===== src/hw/rtl/gzhp_pkg.sv =====
package gzhp_pkg;

  // Parser phase codes
  localparam int PhaseW = 5;
  localparam logic [PhaseW-1:0] PH_MAGIC1  = 5'd0;
  localparam logic [PhaseW-1:0] PH_MAGIC2  = 5'd1;
  localparam logic [PhaseW-1:0] PH_METHOD  = 5'd2;
  localparam logic [PhaseW-1:0] PH_FLAGS   = 5'd3;
  localparam logic [PhaseW-1:0] PH_TIME0   = 5'd4;
  localparam logic [PhaseW-1:0] PH_TIME1   = 5'd5;
  localparam logic [PhaseW-1:0] PH_TIME2   = 5'd6;
  localparam logic [PhaseW-1:0] PH_TIME3   = 5'd7;
  localparam logic [PhaseW-1:0] PH_XFL     = 5'd8;
  localparam logic [PhaseW-1:0] PH_OS      = 5'd9;
  localparam logic [PhaseW-1:0] PH_XLEN_LO = 5'd10;
  localparam logic [PhaseW-1:0] PH_XLEN_HI = 5'd11;
  localparam logic [PhaseW-1:0] PH_XSKIP   = 5'd12;
  localparam logic [PhaseW-1:0] PH_NAME    = 5'd13;
  localparam logic [PhaseW-1:0] PH_COMMENT = 5'd14;
  localparam logic [PhaseW-1:0] PH_BODY    = 5'd15;
  localparam logic [PhaseW-1:0] PH_ERROR   = 5'd16;

  // Error codes
  localparam logic [2:0] ERR_NONE     = 3'd0;
  localparam logic [2:0] ERR_MAGIC    = 3'd1;
  localparam logic [2:0] ERR_METHOD   = 3'd2;
  localparam logic [2:0] ERR_CRYPT    = 3'd3;
  localparam logic [2:0] ERR_MULTI    = 3'd4;
  localparam logic [2:0] ERR_RESERVED = 3'd5;

  // Header bytes and flag bits
  localparam logic [7:0] MAGIC_ID1     = 8'h1f;
  localparam logic [7:0] MAGIC_ID2     = 8'h8b;
  localparam logic [7:0] MAGIC_ID2_OLD = 8'h9e;
  localparam logic [7:0] METHOD_DEFL   = 8'h08;
  localparam logic [7:0] FLG_MULTI     = 8'h02;
  localparam logic [7:0] FLG_EXTRA     = 8'h04;
  localparam logic [7:0] FLG_NAME      = 8'h08;
  localparam logic [7:0] FLG_COMMENT   = 8'h10;
  localparam logic [7:0] FLG_CRYPT     = 8'h20;
  localparam logic [7:0] FLG_RESERVED  = 8'hc0;

  typedef struct packed {
    logic       restart;
    logic [7:0] data_byte;
  } in_item_t;

  typedef struct packed {
    logic        header_done;
    logic        body_byte;
    logic        error_flag;
    logic [2:0]  error_code;
    logic [31:0] mtime;
    logic [7:0]  flag_bits;
  } out_item_t;

  // Next optional section at or after 'from'; PH_BODY ends the header
  function automatic logic [PhaseW-1:0] next_section(input logic [PhaseW-1:0] from,
                                                     input logic [7:0] flags);
    logic [PhaseW-1:0] res;
    if (from <= PH_XLEN_LO && (flags & FLG_EXTRA) != 8'd0) begin
      res = PH_XLEN_LO;
    end else if (from <= PH_NAME && (flags & FLG_NAME) != 8'd0) begin
      res = PH_NAME;
    end else if (from <= PH_COMMENT && (flags & FLG_COMMENT) != 8'd0) begin
      res = PH_COMMENT;
    end else begin
      res = PH_BODY;
    end
    return res;
  endfunction

endpackage


===== src/hw/rtl/gzip_header_parser.sv =====
// An accepted byte passes through the input register and then the result register to become its result item.
// Throughput: one byte per cycle while no result is held by dst_stall; the single parser state update sets the pace.
// The input register takes one more byte while a result is held by dst_stall.
// Reset (rst, synchronous, active high): both stages empty, parser waits for the
// first magic byte, stamp, flags and error code cleared.
module gzip_header_parser
  import gzhp_pkg::*;
(
  input  logic      clk,
  input  logic      rst,
  input  logic      src_valid,
  output logic      src_stall,
  input  in_item_t  src_item,
  output logic      dst_valid,
  input  logic      dst_stall,
  output out_item_t dst_item
);

  logic      hold_valid;
  in_item_t  hold_item;
  logic      advance;
  out_item_t step_result;

  // Result register frees up when empty or when its item is taken
  assign advance   = !dst_valid || !dst_stall;
  assign src_stall = hold_valid && !advance;

  // Input register
  always_ff @(posedge clk) begin
    if (rst) begin
      hold_valid <= 1'b0;
    end else if (!src_stall) begin
      hold_valid <= src_valid;
    end
  end

  always_ff @(posedge clk) begin
    if (!src_stall && src_valid) begin
      hold_item <= src_item;
    end
  end

  gzhp_core u_core (
    .clk    (clk),
    .rst    (rst),
    .step   (hold_valid && advance),
    .item   (hold_item),
    .result (step_result)
  );

  // Result register
  always_ff @(posedge clk) begin
    if (rst) begin
      dst_valid <= 1'b0;
    end else if (advance) begin
      dst_valid <= hold_valid;
    end
  end

  always_ff @(posedge clk) begin
    if (advance && hold_valid) begin
      dst_item <= step_result;
    end
  end

  // Checks
  a_err_code: assert property (@(posedge clk) disable iff (rst)
    dst_valid |-> (dst_item.error_flag == (dst_item.error_code != ERR_NONE)))
    else $error("error flag disagrees with error code");

  a_err_quiet: assert property (@(posedge clk) disable iff (rst)
    (dst_valid && dst_item.error_flag) |-> (!dst_item.header_done && !dst_item.body_byte))
    else $error("header end or body marked on a rejected header");

  a_done_body: assert property (@(posedge clk) disable iff (rst)
    dst_valid |-> !(dst_item.header_done && dst_item.body_byte))
    else $error("header end and body marked on one byte");

  a_stall_hold: assert property (@(posedge clk) disable iff (rst)
    (dst_valid && dst_stall) |=> (dst_valid && $stable(dst_item)))
    else $error("stalled result item changed or dropped");

  a_reset_empty: assert property (@(posedge clk)
    rst |=> (!dst_valid && !src_stall))
    else $error("pipeline not empty after reset");

endmodule


===== src/hw/rtl/gzhp_core.sv =====
module gzhp_core
  import gzhp_pkg::*;
(
  input  logic      clk,
  input  logic      rst,
  input  logic      step,
  input  in_item_t  item,
  output out_item_t result
);

  logic [PhaseW-1:0] phase, phase_next;
  logic [7:0]        first_magic, first_magic_next;
  logic [7:0]        flag_store, flag_store_next;
  logic [15:0]       skip_count, skip_count_next;
  logic [31:0]       stamp_acc, stamp_acc_next;
  logic [2:0]        error_latch, error_latch_next;

  // restart clears state before the byte is parsed
  logic [PhaseW-1:0] ph;
  logic [7:0]        fm, fl;
  logic [15:0]       sk;
  logic [31:0]       st;
  logic [2:0]        er;
  logic [7:0]        b;
  logic              body;

  assign ph = item.restart ? PH_MAGIC1 : phase;
  assign fm = item.restart ? 8'd0 : first_magic;
  assign fl = item.restart ? 8'd0 : flag_store;
  assign sk = item.restart ? 16'd0 : skip_count;
  assign st = item.restart ? 32'd0 : stamp_acc;
  assign er = item.restart ? ERR_NONE : error_latch;
  assign b  = item.data_byte;

  // Per-byte phase step
  always_comb begin
    phase_next       = ph;
    first_magic_next = fm;
    flag_store_next  = fl;
    skip_count_next  = sk;
    stamp_acc_next   = st;
    error_latch_next = er;
    body             = 1'b0;
    case (ph)
      PH_MAGIC1: begin
        first_magic_next = b;
        phase_next       = PH_MAGIC2;
      end
      PH_MAGIC2: begin
        if (fm == MAGIC_ID1 && (b == MAGIC_ID2 || b == MAGIC_ID2_OLD)) begin
          phase_next = PH_METHOD;
        end else begin
          error_latch_next = ERR_MAGIC;
          phase_next       = PH_ERROR;
        end
      end
      PH_METHOD: begin
        if (b == METHOD_DEFL) begin
          phase_next = PH_FLAGS;
        end else begin
          error_latch_next = ERR_METHOD;
          phase_next       = PH_ERROR;
        end
      end
      PH_FLAGS: begin
        flag_store_next = b;
        if ((b & FLG_CRYPT) != 8'd0) begin
          error_latch_next = ERR_CRYPT;
          phase_next       = PH_ERROR;
        end else if ((b & FLG_MULTI) != 8'd0) begin
          error_latch_next = ERR_MULTI;
          phase_next       = PH_ERROR;
        end else if ((b & FLG_RESERVED) != 8'd0) begin
          error_latch_next = ERR_RESERVED;
          phase_next       = PH_ERROR;
        end else begin
          phase_next = PH_TIME0;
        end
      end
      PH_TIME0: begin
        stamp_acc_next = st | {24'd0, b};
        phase_next     = PH_TIME1;
      end
      PH_TIME1: begin
        stamp_acc_next = st | {16'd0, b, 8'd0};
        phase_next     = PH_TIME2;
      end
      PH_TIME2: begin
        stamp_acc_next = st | {8'd0, b, 16'd0};
        phase_next     = PH_TIME3;
      end
      PH_TIME3: begin
        stamp_acc_next = st | {b, 24'd0};
        phase_next     = PH_XFL;
      end
      PH_XFL: begin
        phase_next = PH_OS;
      end
      PH_OS: begin
        phase_next = next_section(PH_XLEN_LO, fl);
      end
      PH_XLEN_LO: begin
        skip_count_next = {8'd0, b};
        phase_next      = PH_XLEN_HI;
      end
      PH_XLEN_HI: begin
        skip_count_next = {b, sk[7:0]};
        phase_next = ({b, sk[7:0]} != 16'd0) ? PH_XSKIP : next_section(PH_NAME, fl);
      end
      PH_XSKIP: begin
        skip_count_next = sk - 16'd1;
        if (sk == 16'd1) begin
          phase_next = next_section(PH_NAME, fl);
        end
      end
      PH_NAME: begin
        if (b == 8'd0) begin
          phase_next = next_section(PH_COMMENT, fl);
        end
      end
      PH_COMMENT: begin
        if (b == 8'd0) begin
          phase_next = PH_BODY;
        end
      end
      PH_BODY: begin
        body = 1'b1;
      end
      default: begin
        phase_next = PH_ERROR;
      end
    endcase
  end

  // Result fields for this byte
  always_comb begin
    result.header_done = (phase_next == PH_BODY) && !body;
    result.body_byte   = body;
    result.error_flag  = (error_latch_next != ERR_NONE);
    result.error_code  = error_latch_next;
    result.mtime       = stamp_acc_next;
    result.flag_bits   = flag_store_next;
  end

  // Parser state
  always_ff @(posedge clk) begin
    if (rst) begin
      phase       <= PH_MAGIC1;
      first_magic <= 8'd0;
      flag_store  <= 8'd0;
      skip_count  <= 16'd0;
      stamp_acc   <= 32'd0;
      error_latch <= ERR_NONE;
    end else if (step) begin
      phase       <= phase_next;
      first_magic <= first_magic_next;
      flag_store  <= flag_store_next;
      skip_count  <= skip_count_next;
      stamp_acc   <= stamp_acc_next;
      error_latch <= error_latch_next;
    end
  end

endmodule


===== config.mk =====
export PLATFORM = sky130hd
export DESIGN_NAME = gzip_header_parser
export DESIGN_NICKNAME = d
export VERILOG_FILES = /design/src/hw/rtl/gzhp_pkg.sv /design/src/hw/rtl/gzip_header_parser.sv /design/src/hw/rtl/gzhp_core.sv
export SDC_FILE = /design/constraint.sdc
export NUM_CORES = 1
export LEC_CHECK = 0
export ABC_AREA = 1
export BUFFER_PORTS_ARGS = -buffer_cell sky130_fd_sc_hd__buf_2
export CAP_MARGIN = 20
export CORE_ASPECT_RATIO = 1.2
export CORE_MARGIN = 2
export CORE_UTILIZATION = 39
export CTS_BUF_LIST = sky130_fd_sc_hd__clkbuf_4 sky130_fd_sc_hd__clkbuf_8
export DETAILED_ROUTE_END_ITERATION = 16
export GPL_ROUTABILITY_DRIVEN = 0
export MAX_ROUTING_LAYER = met4
export PLACE_DENSITY = 0.64
export SYNTH_ARGS = -nofsm -noshare
export SYNTH_HDL_FRONTEND = slang
export SYNTH_HIERARCHICAL = 1
export SYNTH_SLANG_ARGS = --single-unit

===== constraint.sdc =====
create_clock -name clk -period 12.3 [get_ports clk]
set_input_delay 1.845 -clock clk [delete_from_list [all_inputs] [get_ports clk]]
set_output_delay 1.845 -clock clk [all_outputs]
set_load 0.1 [all_outputs]

==> results.cfg <==
[global_route]
gr-total-overflow = 0
grt_pass1_vias = 4883
grt_max_degree = 81
grt_pass1_wl_mm = 24.10
antenna_found_initial = 0
grt_util_all_layers = 0.1854

[worst_setup_path]
critical_path_class = in2out
reg2reg_from = hold_item[8]$_DFFE_PP_
required_ps = 10450
cp_top_family = buffers and inverters
critPathSlowestCell = buf_2
reg2reg_depth = 11
crit_path_end_kind = primary output
path_buf_inv = 3
crit_fanout = 3
critical_path_depth = 4
cp_cell_sequence = buf_2 -> nand3_2 -> inv_1 -> buf_2
r2r-end = u_core/skip_count[5]$_SDFFE_PP0P_
cp_common_cell = buf_2
reg2reg_slack_ps = 9220
critPathMaxStageDelay_ps = 410
crit_end = src_stall
arrival_ps = 2560
start_kind = input pin
startpoint = dst_stall

[clock_tree]
numCtsBuffers = 17
worstSkewPairLatency_ps = 460
cts_tree = done
cts.clk_slew.worst_paths_ps = 70
ctsRootBufferMaster = clkbuf_8
cts_hold_buf = 0
cts_setup_buffers = 0
clock-sinks = 129
cts_buffer_depth = 2
post_cts_resized = 0
htree_levels = 4

[synthesis]
syn_avg_cell_area_um2 = 7.855
yosys.area_share.adder = 0.002011
synth_edf_count = 55
async_flop_share = 0
synth_area_leaders = edfxtp_1, dfxtp_1, inv_1, nand2_1, o21ai_0
yosys.area_share.simple = 0.1848
synth_cell_types = 37
syn-num-nets = 806
synth_xor_area_frac = 0
ys.flop_type = dfxtp_1
synthMuxAreaShare = 0
synth_seq_area_share = 0.5036
synth_area_um2 = 6221
syn_inst = 792
synth_top_family_by_area = compound AO/OA/AOI/OAI gates
ys_ff_latch = 129
synth_top_cell_by_area = edfxtp_1
yosysWarnings = 6
synth.top_cell.area_share = 0.2655
synth-compound-area-share = 0.1977

[sta]
fin_worst_skew_ps = 13.24
drv_slew = 0
whs_ps = 465.5
setup_viol_count_final = 0
setup_tns_ps = 0
fin_crit_ps = 4403
relSlewSlack = 0.3993
tightest_slew_ps = 901.0
rsz0062_at_grt = no
hold_viol = 0
max_freq_mhz = 227.1
period_share = 0.3580

[route]
wl_met1_mm = 6.581
dr.pass1.iters = 5
drt_iter0_drc = 552
num_vias = 5325
wl_met3_um = 809
drcViolationCount = 0
viasPerCell = 5.024
maxUsedRoutingLayer = met4
drt-total-wl_mm = 14.80
drt.antenna.violating_nets = 0
dr_wl_met2_mm = 7.005
wl_per_cell_um = 13.97

[worst_hold_path]
min_path_type = reg2reg

[floorplanning]
die_area_um2 = 16980
core-area_um2 = 15580
start_util = 0.3994
die_h_um = 142.4
die_x_um = 119.3
ios = 61
rows = 50

[placed_design]
post-dp-hpwl_mm = 9.630
dpl.cell_count = 1028
portBuffers = 60

[power]
ir_drop_v = 0.00006235
p_per_area_nw_per_um2 = 140.5
p_leak_nw = 3.226

[run]
drv_cap = 0

[final_layout]
drive_gt1_frac = 0.1561
area_delta_synth_final_pct = 13.62
finalNonFillerCells = 1060
fin_nets = 853
diodes = 0

[run_status]
outcome = finished, final reports clean
## report_power, final
part           switching, mW  internal [mW]
sequential            0.0118          0.471
clock                  0.170          0.193
combinational          0.116         0.0317
total                  0.297          0.696
## sequential cells by signal, summed over array words and instances (netlist names)
signal / cells
dst_item: 46
u_core/skip_count: 16
u_core/flag_store: 8
hold_valid: 1
u_core/first_magic: 8
u_core/phase: 5
dst_valid: 1
u_core/stamp_acc: 32
u_core/error_latch: 3
hold_item: 9
## worst register-to-register path: cells and delay by family (launching register included)
kind	cells	cell delay, ps
flip-flops	1	360
buffers and inverters	4	1260
AO/OA/AOI/OAI	1	90
AND/OR/NAND/NOR	6	1270
## per-layer routing
metal / vias up / global-route usage
met5: - / -
met4: 0 / 0.09288
met3: 29 / 0.04167
met2: 150 / 0.2877
met1: 2428 / 0.2284
li1: 2718 / -
## cells in the final DEF (no fill, tap or decap), types with 32 or more instances in the layout
| cell type | netlist | layout |
|---|---|---|
| a21oi_1 | 74 | 73 |
| edfxtp_1 | 55 | 55 |
| inv_1 | 135 | 134 |
| buf_2 | 7 | 60 |
| o21ai_0 | 82 | 82 |
| nor2_1 | 62 | 62 |
| nand2_1 | 124 | 124 |
| dfxtp_1 | 74 | 74 |
| o22ai_1 | 32 | 32 |
| nand3_1 | 34 | 34 |
## per-stage QoR
step	total power, mW	setup WS, ps	instance area, µm²	utilization
detailed placement	0.6395	7843	6668	0.4280
floorplan	0.6097	6907	6221	-
CTS	1.000	7890	7068	0.4537
finish	0.9931	7897	7068	0.4537
global route	1.035	7852	7068	0.4537
global placement	0.6376	7873	6668	0.4280
## worst min-delay path by stage
stage,start,end,slack [ps],cells past startpoint
finish,u_core/first_magic[0]$_SDFFE_PP0P_,u_core/first_magic[0]$_SDFFE_PP0P_,470,2
global route,u_core/first_magic[6]$_SDFFE_PP0P_,u_core/first_magic[6]$_SDFFE_PP0P_,490,2
CTS,u_core/first_magic[0]$_SDFFE_PP0P_,u_core/first_magic[0]$_SDFFE_PP0P_,470,2
detailed placement,u_core/first_magic[0]$_SDFFE_PP0P_,u_core/first_magic[0]$_SDFFE_PP0P_,460,2
global placement,u_core/first_magic[5]$_SDFFE_PP0P_,u_core/first_magic[5]$_SDFFE_PP0P_,450,2
floorplan,u_core/first_magic[6]$_SDFFE_PP0P_,u_core/first_magic[6]$_SDFFE_PP0P_,440,2
## cell usage after synthesis, types with 8 or more instances
library cell    n
clkbuf_1       24
dfxtp_1        74
nand3_1        34
inv_2           8
nor2_1         62
a21oi_1        74
edfxtp_1       55
inv_1         135
o22ai_1        32
o21ai_0        82
nand2_1       124
o21ai_1        15
## layout make-up
cell class                 instances  area [µm²]
clock buffer                      20       269.0
multi-input combinational        483        2404
fill                            1546        8509
timing repair buffer              64       330.3
tap                              208       260.3
sequential                       129        3133
clock inverter                    12       131.4
inverter                         144       540.5
## cell families after synthesis
family | after synthesis
AO/OA/AOI/OAI | 226
adder cells (fa/ha/maj) | 1
buffers and inverters | 180
flip-flops | 129
AND/OR/NAND/NOR | 256
(Power assumes the default switching activity.)
